===== src/sv/assert_macros.svh =====
// Assertion macros used by the encoder core RTL.
// Each macro samples on clk_i and is disabled while rst_ni is low.
`ifndef ASSERT_MACROS_SVH
`define ASSERT_MACROS_SVH

// Property must hold at every clock edge outside reset.
`define U8_ASSERT(lbl, prop) \
  lbl: assert property (@(posedge clk_i) disable iff (!rst_ni) (prop)) \
    else $error("assertion failed");

// Condition must never be true at a clock edge outside reset.
`define U8_ASSERT_NEVER(lbl, cond) \
  lbl: assert property (@(posedge clk_i) disable iff (!rst_ni) !(cond)) \
    else $error("forbidden condition seen");

`endif


===== src/sv/u8enc_pkg.sv =====
// Shared types and constants of the UTF-8 code point encoder.
// No dependencies.
`default_nettype none

package u8enc_pkg;

  localparam int unsigned CpW      = 32;
  localparam int unsigned BaseW    = 16;
  localparam int unsigned ByteW    = 8;
  localparam int unsigned PosW     = 3;
  localparam int unsigned ContW    = 30;
  localparam int unsigned GroupW   = 6;
  // Queue depth must be a power of two; pointers wrap naturally.
  localparam int unsigned QDepth   = 2;
  localparam int unsigned QPtrW    = $clog2(QDepth);

  localparam logic [BaseW-1:0] ReplBaseReset = 16'hDC80;
  localparam logic [BaseW-1:0] ReplEnd       = 16'hDCFF;

  localparam logic [CpW-1:0] Lim1 = 32'h0000_007F;
  localparam logic [CpW-1:0] Lim2 = 32'h0000_07FF;
  localparam logic [CpW-1:0] Lim3 = 32'h0000_FFFF;
  localparam logic [CpW-1:0] Lim4 = 32'h001F_FFFF;
  localparam logic [CpW-1:0] Lim5 = 32'h03FF_FFFF;
  localparam logic [CpW-1:0] Lim6 = 32'h7FFF_FFFF;

  localparam logic [ByteW-1:0] Lead2   = 8'hC0;
  localparam logic [ByteW-1:0] Lead3   = 8'hE0;
  localparam logic [ByteW-1:0] Lead4   = 8'hF0;
  localparam logic [ByteW-1:0] Lead5   = 8'hF8;
  localparam logic [ByteW-1:0] Lead6   = 8'hFC;
  localparam logic [1:0]       ContTag = 2'b10;

  // One classified code point: lead byte, continuation groups packed from
  // the top down, and the total byte count (1 to 6).
  typedef struct packed {
    logic [ByteW-1:0] lead;
    logic [ContW-1:0] cont;
    logic [PosW-1:0]  nbytes;
  } entry_t;

endpackage

`default_nettype wire


===== src/sv/utf8_code_point_encoder_core.sv =====
// Flow: an accepted request is written into the queue, then its lead byte is loaded
// into the output register once the serializer is free.
// Throughput: one request per cycle for single-byte results while the output is not
// stalled; a code point of n bytes holds the output serializer for its n bytes, one byte per cycle.
// Reset: empties the queue and output register, replacement base to 0xDC80.
// Depends on u8enc_pkg, u8enc_front, u8enc_queue, u8enc_back, assert_macros.svh.
`default_nettype none
`include "assert_macros.svh"

module utf8_code_point_encoder_core (
  input  wire logic        clk_i,
  input  wire logic        rst_ni,
  input  wire logic        cfg_we_i,
  input  wire logic [15:0] cfg_wdata_i,     // replacement_base
  input  wire logic        s_axis_tvalid_i,
  output logic             s_axis_tready_o,
  input  wire logic [31:0] s_axis_tdata_i,  // [31:0] code_point
  output logic             m_axis_tvalid_o,
  input  wire logic        m_axis_tready_i,
  output logic [15:0]      m_axis_tdata_o,  // [7:0] out_byte, [10:8] byte_position, rest 0
  output logic             m_axis_tlast_o   // last_byte
);

  logic              q_full, q_push, q_pop, q_valid;
  u8enc_pkg::entry_t push_entry, head_entry;
  logic [7:0]        out_byte;
  logic [2:0]        out_pos;
  logic              out_fire;

  u8enc_front u_front (
    .clk_i       (clk_i),
    .rst_ni      (rst_ni),
    .cfg_we_i    (cfg_we_i),
    .cfg_wdata_i (cfg_wdata_i),
    .in_valid_i  (s_axis_tvalid_i),
    .in_cp_i     (s_axis_tdata_i),
    .q_full_i    (q_full),
    .in_ready_o  (s_axis_tready_o),
    .push_o      (q_push),
    .entry_o     (push_entry)
  );

  u8enc_queue u_queue (
    .clk_i   (clk_i),
    .rst_ni  (rst_ni),
    .push_i  (q_push),
    .entry_i (push_entry),
    .full_o  (q_full),
    .pop_i   (q_pop),
    .valid_o (q_valid),
    .entry_o (head_entry)
  );

  u8enc_back u_back (
    .clk_i       (clk_i),
    .rst_ni      (rst_ni),
    .q_valid_i   (q_valid),
    .q_entry_i   (head_entry),
    .pop_o       (q_pop),
    .out_valid_o (m_axis_tvalid_o),
    .out_ready_i (m_axis_tready_i),
    .out_byte_o  (out_byte),
    .out_pos_o   (out_pos),
    .out_last_o  (m_axis_tlast_o)
  );

  assign m_axis_tdata_o = {5'd0, out_pos, out_byte};
  assign out_fire       = m_axis_tvalid_o && m_axis_tready_i;

  `U8_ASSERT(a_pos_range, m_axis_tvalid_o |-> (out_pos <= 3'd5))
  `U8_ASSERT(a_next_pos, (out_fire && !m_axis_tlast_o) |=> (out_pos == $past(out_pos) + 3'd1))
  `U8_ASSERT(a_cont_tag, (m_axis_tvalid_o && out_pos != 3'd0) |-> (out_byte[7:6] == u8enc_pkg::ContTag))
  `U8_ASSERT_NEVER(a_pop_empty, q_pop && !q_valid)

endmodule

`default_nettype wire


===== src/sv/u8enc_front.sv =====
// Front end: holds the replacement base register and classifies each
// accepted code point into a queue entry. Depends on u8enc_pkg.
`default_nettype none

module u8enc_front (
  input  wire logic                       clk_i,
  input  wire logic                       rst_ni,
  input  wire logic                       cfg_we_i,
  input  wire logic [u8enc_pkg::BaseW-1:0] cfg_wdata_i,
  input  wire logic                       in_valid_i,
  input  wire logic [u8enc_pkg::CpW-1:0]  in_cp_i,
  input  wire logic                       q_full_i,
  output logic                            in_ready_o,
  output logic                            push_o,
  output u8enc_pkg::entry_t               entry_o
);

  logic [u8enc_pkg::BaseW-1:0] base_q, base_d;
  logic                        emit;

  always_comb begin
    base_d = base_q;
    if (cfg_we_i) begin
      base_d = cfg_wdata_i;
    end
  end

  always_ff @(posedge clk_i or negedge rst_ni) begin
    if (!rst_ni) begin
      base_q <= u8enc_pkg::ReplBaseReset;
    end else begin
      base_q <= base_d;
    end
  end

  always_comb begin
    emit           = 1'b1;
    entry_o.lead   = '0;
    entry_o.cont   = '0;
    entry_o.nbytes = 3'd1;
    priority if (in_cp_i <= u8enc_pkg::Lim1) begin
      entry_o.lead = in_cp_i[7:0];
    end else if (in_cp_i <= u8enc_pkg::Lim2) begin
      entry_o.lead   = u8enc_pkg::Lead2 | {3'b000, in_cp_i[10:6]};
      entry_o.cont   = {in_cp_i[5:0], 24'd0};
      entry_o.nbytes = 3'd2;
    end else if (in_cp_i <= u8enc_pkg::Lim3) begin
      if (in_cp_i[15:0] >= base_q && in_cp_i[15:0] <= u8enc_pkg::ReplEnd) begin
        // raw byte stand-in: low byte only
        entry_o.lead = in_cp_i[7:0];
      end else begin
        entry_o.lead   = u8enc_pkg::Lead3 | {4'b0000, in_cp_i[15:12]};
        entry_o.cont   = {in_cp_i[11:0], 18'd0};
        entry_o.nbytes = 3'd3;
      end
    end else if (in_cp_i <= u8enc_pkg::Lim4) begin
      entry_o.lead   = u8enc_pkg::Lead4 | {5'b00000, in_cp_i[20:18]};
      entry_o.cont   = {in_cp_i[17:0], 12'd0};
      entry_o.nbytes = 3'd4;
    end else if (in_cp_i <= u8enc_pkg::Lim5) begin
      entry_o.lead   = u8enc_pkg::Lead5 | {6'b000000, in_cp_i[25:24]};
      entry_o.cont   = {in_cp_i[23:0], 6'd0};
      entry_o.nbytes = 3'd5;
    end else if (in_cp_i <= u8enc_pkg::Lim6) begin
      entry_o.lead   = u8enc_pkg::Lead6 | {7'b0000000, in_cp_i[30]};
      entry_o.cont   = in_cp_i[29:0];
      entry_o.nbytes = 3'd6;
    end else begin
      // out of range: drop the request
      emit = 1'b0;
    end
  end

  assign in_ready_o = !q_full_i;
  assign push_o     = in_valid_i && !q_full_i && emit;

endmodule

`default_nettype wire


===== src/sv/u8enc_queue.sv =====
// Short entry queue between classifier and byte serializer.
// Depends on u8enc_pkg.
`default_nettype none

module u8enc_queue (
  input  wire logic              clk_i,
  input  wire logic              rst_ni,
  input  wire logic              push_i,
  input  wire u8enc_pkg::entry_t entry_i,
  output logic                   full_o,
  input  wire logic              pop_i,
  output logic                   valid_o,
  output u8enc_pkg::entry_t      entry_o
);

  u8enc_pkg::entry_t             mem_q [u8enc_pkg::QDepth];
  logic [u8enc_pkg::QPtrW-1:0]   wr_ptr_q, wr_ptr_d, rd_ptr_q, rd_ptr_d;
  logic [u8enc_pkg::QPtrW:0]     cnt_q, cnt_d;
  logic                          do_push, do_pop;

  assign full_o  = (cnt_q == (u8enc_pkg::QPtrW+1)'(u8enc_pkg::QDepth));
  assign valid_o = (cnt_q != '0);
  assign entry_o = mem_q[rd_ptr_q];
  assign do_push = push_i && !full_o;
  assign do_pop  = pop_i && valid_o;

  always_comb begin
    wr_ptr_d = wr_ptr_q;
    rd_ptr_d = rd_ptr_q;
    cnt_d    = cnt_q;
    if (do_push) begin
      wr_ptr_d = wr_ptr_q + u8enc_pkg::QPtrW'(1);
    end
    if (do_pop) begin
      rd_ptr_d = rd_ptr_q + u8enc_pkg::QPtrW'(1);
    end
    unique case ({do_push, do_pop})
      2'b10:   cnt_d = cnt_q + (u8enc_pkg::QPtrW+1)'(1);
      2'b01:   cnt_d = cnt_q - (u8enc_pkg::QPtrW+1)'(1);
      default: cnt_d = cnt_q;
    endcase
  end

  always_ff @(posedge clk_i or negedge rst_ni) begin
    if (!rst_ni) begin
      wr_ptr_q <= '0;
      rd_ptr_q <= '0;
      cnt_q    <= '0;
    end else begin
      wr_ptr_q <= wr_ptr_d;
      rd_ptr_q <= rd_ptr_d;
      cnt_q    <= cnt_d;
    end
  end

  always_ff @(posedge clk_i) begin
    if (do_push) begin
      mem_q[wr_ptr_q] <= entry_i;
    end
  end

endmodule

`default_nettype wire


===== src/sv/u8enc_back.sv =====
// Back end: takes queue entries and sends their bytes one per cycle, unless the
// output stalls, through the output register. Depends on u8enc_pkg.
`default_nettype none

module u8enc_back (
  input  wire logic                        clk_i,
  input  wire logic                        rst_ni,
  input  wire logic                        q_valid_i,
  input  wire u8enc_pkg::entry_t           q_entry_i,
  output logic                             pop_o,
  output logic                             out_valid_o,
  input  wire logic                        out_ready_i,
  output logic [u8enc_pkg::ByteW-1:0]      out_byte_o,
  output logic [u8enc_pkg::PosW-1:0]       out_pos_o,
  output logic                             out_last_o
);

  logic                         valid_q, valid_d;
  logic [u8enc_pkg::ByteW-1:0]  byte_q, byte_d;
  logic [u8enc_pkg::PosW-1:0]   pos_q, pos_d, n_q, n_d;
  logic                         last_q, last_d;
  logic [u8enc_pkg::ContW-1:0]  cont_q, cont_d;
  logic                         load, advance;

  assign advance = valid_q && out_ready_i && !last_q;
  assign load    = !valid_q || (out_ready_i && last_q);
  assign pop_o   = load && q_valid_i;

  always_comb begin
    valid_d = valid_q;
    byte_d  = byte_q;
    pos_d   = pos_q;
    n_d     = n_q;
    last_d  = last_q;
    cont_d  = cont_q;
    if (advance) begin
      // next continuation byte from the top group, then shift it out
      byte_d = {u8enc_pkg::ContTag,
                cont_q[u8enc_pkg::ContW-1 -: u8enc_pkg::GroupW]};
      cont_d = {cont_q[u8enc_pkg::ContW-u8enc_pkg::GroupW-1:0],
                {u8enc_pkg::GroupW{1'b0}}};
      pos_d  = pos_q + 3'd1;
      last_d = (pos_q + 3'd2 == n_q);
    end else if (load) begin
      valid_d = q_valid_i;
      byte_d  = q_entry_i.lead;
      cont_d  = q_entry_i.cont;
      n_d     = q_entry_i.nbytes;
      pos_d   = '0;
      last_d  = (q_entry_i.nbytes == 3'd1);
    end
  end

  always_ff @(posedge clk_i or negedge rst_ni) begin
    if (!rst_ni) begin
      valid_q <= 1'b0;
    end else begin
      valid_q <= valid_d;
    end
  end

  always_ff @(posedge clk_i) begin
    byte_q <= byte_d;
    pos_q  <= pos_d;
    n_q    <= n_d;
    last_q <= last_d;
    cont_q <= cont_d;
  end

  assign out_valid_o = valid_q;
  assign out_byte_o  = byte_q;
  assign out_pos_o   = pos_q;
  assign out_last_o  = last_q;

endmodule

`default_nettype wire


===== config.mk =====
export PLATFORM = sky130hd
export DESIGN_NAME = utf8_code_point_encoder_core
export DESIGN_NICKNAME = d
export VERILOG_FILES = /design/src/sv/u8enc_pkg.sv /design/src/sv/utf8_code_point_encoder_core.sv /design/src/sv/u8enc_front.sv /design/src/sv/u8enc_queue.sv /design/src/sv/u8enc_back.sv
export VERILOG_INCLUDE_DIRS = /design/src /design/src/sv
export SDC_FILE = /design/constraint.sdc
export NUM_CORES = 1
export LEC_CHECK = 0
export BUFFER_PORTS_ARGS = -buffer_cell sky130_fd_sc_hd__buf_2
export CAP_MARGIN = 15
export CELL_PAD_IN_SITES_DETAIL_PLACEMENT = 1
export CELL_PAD_IN_SITES_GLOBAL_PLACEMENT = 1
export CORE_ASPECT_RATIO = 0.6
export CORE_UTILIZATION = 44
export DETAILED_ROUTE_END_ITERATION = 8
export HOLD_SLACK_MARGIN = 0.06
export PLACE_DENSITY_LB_ADDON = 0.1
export SLEW_MARGIN = 20
export SYNTH_ARGS = -nofsm -noshare
export SYNTH_HDL_FRONTEND = slang
export SYNTH_HIERARCHICAL = 1
export SYNTH_SLANG_ARGS = --single-unit

===== constraint.sdc =====
create_clock -name clk_i -period 2.9 [get_ports clk_i]
set_clock_uncertainty 0.1 [all_clocks]
set_input_delay 0.29 -clock clk_i [delete_from_list [all_inputs] [get_ports clk_i]]
set_output_delay 0.29 -clock clk_i [all_outputs]
set_load 0.02 [all_outputs]

=== Word level (Yosys, flattened, before mapping) ===
Memories as Yosys holds them, arrays and structs flattened.
Cells that the tools add are included.

* Add/sub/neg operators: 6
* Magnitude comparators: 8
* Equality and inequality tests: 5
* Multiplexer cells: 26
* Bitwise gates (word level): 1
* Reduce and logical (&&, ||, !) cells: 17

{| class="wikitable"
|+ Operators with widths
! kind !! number
|-
| 41-bit two-way mux || 5
|-
| 33-bit two-way mux || 2
|-
| 30-bit two-way mux || 2
|-
| 32-bit by 11-bit <= comparator with 1-bit output (second input constant) || 1
|-
| 32-bit by 16-bit <= comparator with 1-bit output (second input constant) || 1
|-
| 32-bit by 21-bit <= comparator with 1-bit output (second input constant) || 1
|-
| 32-bit by 26-bit <= comparator with 1-bit output (second input constant) || 1
|-
| 32-bit by 31-bit <= comparator with 1-bit output (second input constant) || 1
|-
| 32-bit by 7-bit <= comparator with 1-bit output (second input constant) || 1
|-
| 16-bit greater-or-equal comparator || 1
|-
| 16-bit <= comparator (second input constant) || 1
|-
| 8-bit two-way mux || 2
|-
| 6-bit two-way mux || 2
|-
| 1-bit two-way mux || 10
|-
| 1-bit logical AND || 9
|-
| 3-bit two-way mux || 2
|-
| 2-bit nonzero test || 3
|-
| 2-bit == test (second input constant) || 2
|-
| 2-bit case mux with 2 select lines || 1
|-
| 3-bit by 1-bit adder with 3-bit output (second input constant) || 1
|-
| 3-bit by 2-bit adder with 3-bit output (second input constant) || 1
|-
| 3-bit by 1-bit == test with 1-bit output (second input constant) || 1
|-
| 3-bit == test || 1
|-
| 1-bit logical NOT || 3
|-
| 7 further kinds || 8
|}

* Register bits after elaboration: 66
* Memory bits (writable): 82
* Bits of input ports: 53
* Output and inout port bits: 19
* Logic and storage cells: 76
* Memories kept: 1

{| class="wikitable"
|+ Memories
! name !! depth !! width !! read ports !! clocked after Yosys merged registers in !! write ports !! line !! text
|-
| u_queue.mem_q || 2 || 41 || 1 || 0 || 1 || u8enc_queue.sv:16 || <nowiki>u8enc_pkg::entry_t mem_q [u8enc_pkg::QDepth];</nowiki>
|}

=== Longest topological paths before layout ===
* Word-level depth: 11
* Mapped depth: 9
* Gate-level depth less buffers: 9

=== By module ===
Netlist, hierarchy kept.

{| class="wikitable"
|+ Modules (own cells, without submodules)
! module !! instances !! cells an instance !! area each (sq um) !! sequential area each (sq um)
|-
| u8enc_queue || 1 || 146 || 3179.3 || 2562.5
|-
| u8enc_front || 1 || 301 || 2103.3 || 407.9
|-
| u8enc_back || 1 || 128 || 1921.8 || 1296.2
|-
| utf8_code_point_encoder_core || 1 || 6 || 41.3 || 0.0
|}

=== Worst setup path after synthesis ===
Ideal clock, no wire load.

* Path kind: register to register
* Start point: reg u_queue/cnt_q[0] (netlist bit)
* End point: mem u_queue/mem_q[0][0] (netlist bit), enable pin
* Setup time: 439 ps
* Arrival time: 2722 ps
* Data required time: 2361 ps
* Setup slack: -361 ps
* Stages on the path, launching flop included: 7
* Buffers on the path: 0
* Period minus slack after synthesis: 3261 ps
* Path through: dfrtp_1 > nand2b_1 > inv_1 > inv_1 > and3_1 > nand2_1 > nor2_1

* Longest elaborated chain between the ends: 7

{| class="wikitable"
|+ RTL lines
! item !! line !! text
|-
| from (decl) || u8enc_queue.sv:18 || <nowiki>logic [u8enc_pkg::QPtrW:0] cnt_q, cnt_d;</nowiki>
|-
| from (signal assigned) || u8enc_queue.sv:52 || <nowiki>cnt_q <= cnt_d;</nowiki>
|-
| 2-bit == test || u8enc_queue.sv:21 || <nowiki>assign full_o = (cnt_q == (u8enc_pkg::QPtrW+1)'(u8enc_pkg::QDepth));</nowiki>
|-
| net q_full || utf8_code_point_encoder_core.sv:24 || <nowiki>logic q_full, q_push, q_pop, q_valid;</nowiki>
|-
| 1-bit logical NOT || -- ||
|-
| net s_axis_tready_o || utf8_code_point_encoder_core.sv:16 || <nowiki>output logic s_axis_tready_o,</nowiki>
|-
| 1-bit logical AND (2 in a row) || u8enc_front.sv:75 || <nowiki>assign push_o = in_valid_i && !q_full_i && emit;</nowiki>
|-
| net q_push || utf8_code_point_encoder_core.sv:24 ||
|-
| 1-bit logical AND || u8enc_queue.sv:24 || <nowiki>assign do_push = push_i && !full_o;</nowiki>
|-
| 1-bit two-way mux || u8enc_queue.sv:57 || <nowiki>if (do_push) begin</nowiki>
|-
| 1-bit two-way mux (implied by the code) || u8enc_queue.sv:58 || <nowiki>mem_q[wr_ptr_q] <= entry_i;</nowiki>
|-
| to (decl) || u8enc_queue.sv:16 ||
|}

The timed path passes the listed nets, and every way through them passes these cells.

==> out/qor.yml <==
logic_synthesis:
  avgSynthCellArea_um2: 12.5
  synth.top_cell.area_share_pct: 49.3
  synth_common_cells: "119 x edfxtp_1, 53 x nand2_1, 42 x mux2_2"
  ys_warn_count: 6
  synth.distinct_cells: 68
  synth_async_sr_flop_share_pct: 14.2
  netlist_instances: 581
  ys_ff_latch: 148
  ys_seq_area_share_pct: 58.9
  synthFlopType: "edfxtp_1"
  synth_edf_count: 119
  netlist_area_um2: 7250
  yosys.area.top_type: "edfxtp_1"
  yosysMostFrequentCell: "edfxtp_1"
  synth.area.top_cells: "edfxtp_1 49%, mux2_2 6.5%, dfrtp_1 5.2%, a22o_1 3.6%, ha_1 3.1%"
worst_setup_path:
  max_stage_delay_ps: 520
  worst_setup_path_start_kind: "flop"
  worstPathRequired_ps: 2960
  criticalPathCategory: "flop to flop"
  reg2regPathDepth: 10
  crit_chain: "inv_1 > ha_1 > nand4_1 > buf_4 > a211oi_4 > a32oi_4 > a21o_4 > buf_4 > nor3_1 > nor2_1"
  crit_path_frequent_cell: "buf_4"
  crit_path_max_fanout: 6
  endpoint_kind: "flop"
  slowest_stage: "dfstp_2"
  arrival_ps: 2820
timing:
  whs_ps: 218
  rsz0062_at_grt: "false"
  fin_setup_tns_ps: 0
  finalHoldViolations: 0
  fmax_mhz: 362
  period_needed_ps: 2760
  slew_headroom_pct: 24.7
  tightest_slew_ps: 1130
  slew_viol_final: 0
  min_period_over_period_pct: 95.2
  setup_viol: 0
clock_tree:
  cts_tree: "yes"
  clk_pin_slew_ps: 70
  numClockSinks: 148
  clkLatencyLatePin_ps: 430
  cts_buffers: 17
  root_buffer: "clkbuf_16"
  clockBufferDepth: 2
  htreeDepth: 4
cells_and_area:
  multi_input_area_um2: 2750
  finish.utilization_pct: 55.4
  regArea_um2: 4270
  area_delta_synth_final_pct: 20.1
  antennaDiodeCount: 0
  fillers: 1625
  nNetsFinal: 757
  fin_area_um2: 8700
  fin_cells: 902
  drive_gt1_share_pct: 29.8
pwr:
  leakage_nw: 3.39
  peakVddDrop_uv: 632
  p_per_area_nw_per_um2: 767
drt:
  postRouteAntennaNets: 0
  drtIter0Drc: 390
  drt_pass1_iterations: 5
  wl_um: 20600
  viasPerCell: 5.78
  wire_per_inst_um: 22.8
  post-route-drc-count: 0
  vias: 5210
place:
  io_buffers: 66
  place_area_um2: 7880
  gp_congestion: 0.994
  hpwl_um: 14800
  placed_cells: 852
die:
  die_y_um: 101
  die_w_um: 168
  ios: 72
  start_util_pct: 46.1
  rows: 35
  die-area_um2: 17000
  core_area_um2: 15700
grt:
  grt_pass1_wl_um: 31800
  grt_pass1_vias: 5452
  grt-ovfl-total: 0
  grt_usage_pct: 25.8
  grt_max_degree: 42
  antenna_found_initial: 0
worst_hold_path:
  hold_depth: 3
  hold_class: "input pin to flop"
status:
  status: "complete, no violations"
run:
  drv_cap: 0
-- through the flow --
stage                     power, mW  setup WS [ps]
after floorplan                4.17            317
after global placement         4.56          -55.2
after detailed placement       4.63           -141
after CTS                      6.72           7.77
after global routing           6.99           64.0
final                          6.68            138
-- worst paths after layout --
kind                                          from                   end  slack (ps)
worst max-delay path            u_front/base_q[15]  u_queue/mem_q[1][40]         140
worst min-delay path               m_axis_tready_i      u_back/cont_q[4]         220
worst max register to register  u_front/base_q[15]  u_queue/mem_q[1][40]         140
worst min register to register    u_back/cont_q[5]      u_back/cont_q[5]         390
max in group asynchronous                   rst_ni    u_front/base_q[12]        2060
min in group asynchronous                   rst_ni     u_front/base_q[6]         270
-- registers in the layout (all words and copies together) (netlist names) --
register / flops
u_back/out_valid_o: 1
u_queue/wr_ptr_q: 1
u_front/base_q: 16
u_back/out_pos_o: 3
u_queue/rd_ptr_q: 1
u_back/n_q: 3
u_queue/cnt_q: 2
u_back/out_byte_o: 8
u_back/cont_q: 30
u_back/out_last_o: 1
u_queue/mem_q: 82
-- layer usage --
| metal | up-vias | track usage [%] | part of all wire, % |
|---|---|---|---|
| met3 | 10 | 7.89 | 7.8 |
| met1 | 2618 | 36.3 | 47 |
| li1 | 2407 | - | - |
| met5 | - | 0 | 0 |
| met2 | 175 | 38.7 | 44 |
| met4 | 0 | 6.85 | 0.63 |
-- cell usage in the layout (no fill, tap or decap), types with 12 or more instances in the layout --
master         synthesis  final
a21oi_1               30     29
a22o_1                30     30
and3_1                13     12
buf_2                  1     66
buf_4                 10     31
clkbuf_16              0     17
dfrtp_1               15     15
dlygate4sd3_1          0     17
edfxtp_1             119    119
ha_1                  18     18
inv_1                 23     23
mux2_2                42     42
nand2_1               53     52
nor2_1                34     33
o21ai_0               29     29
-- cell families after synthesis --
family	after synthesis	share of synthesized area [%]
mux	50	7.74
other cells	1	0.0518
xor+xnor	8	0.967
fa+ha+maj	18	3.11
buf+inv	59	4.87
flops	148	58.9
compound gates	139	13.4
simple gates	158	11.0
-- area by class of cell --
type                       instances  area share (%)
tap                              203            2.92
clock inverter                    14            1.32
timing repair buffer             117            9.12
clock buffer                      18            4.93
inverter                          24            1.04
multi-input combinational        378            31.6
sequential                       148            49.0
-- power breakdown --
group | internal, mW | leakage [nW] | total [mW] | switching, mW
clock | 1.12 | 0.258 | 2.06 | 0.941
combinational | 0.729 | 1.70 | 1.65 | 0.924
sequential | 2.80 | 1.44 | 2.97 | 0.161
total | 4.65 | 3.39 | 6.68 | 2.03
-- critical path, delay by kind of cell, from the launching register on --
kind,cells,cell delay [ps]
flip-flops,1,520
AO/OA/AOI/OAI,3,770
buffers and inverters,3,390
AND/OR/NAND/NOR,3,380
adder cells (fa/ha/maj),1,330
-- what timing repair did --
| item | in CTS | in global routing |
|---|---|---|
| resized for setup | 5 | 13 |
| pin swaps | 1 | 2 |
| buffers inserted | 1 | 0 |
| hold endpoints to repair | 31 | 0 |
| endpoints found under the setup margin | 20 | 40 |
| hold buffers | 17 | 0 |
Power figures use the tool's default switching activity.
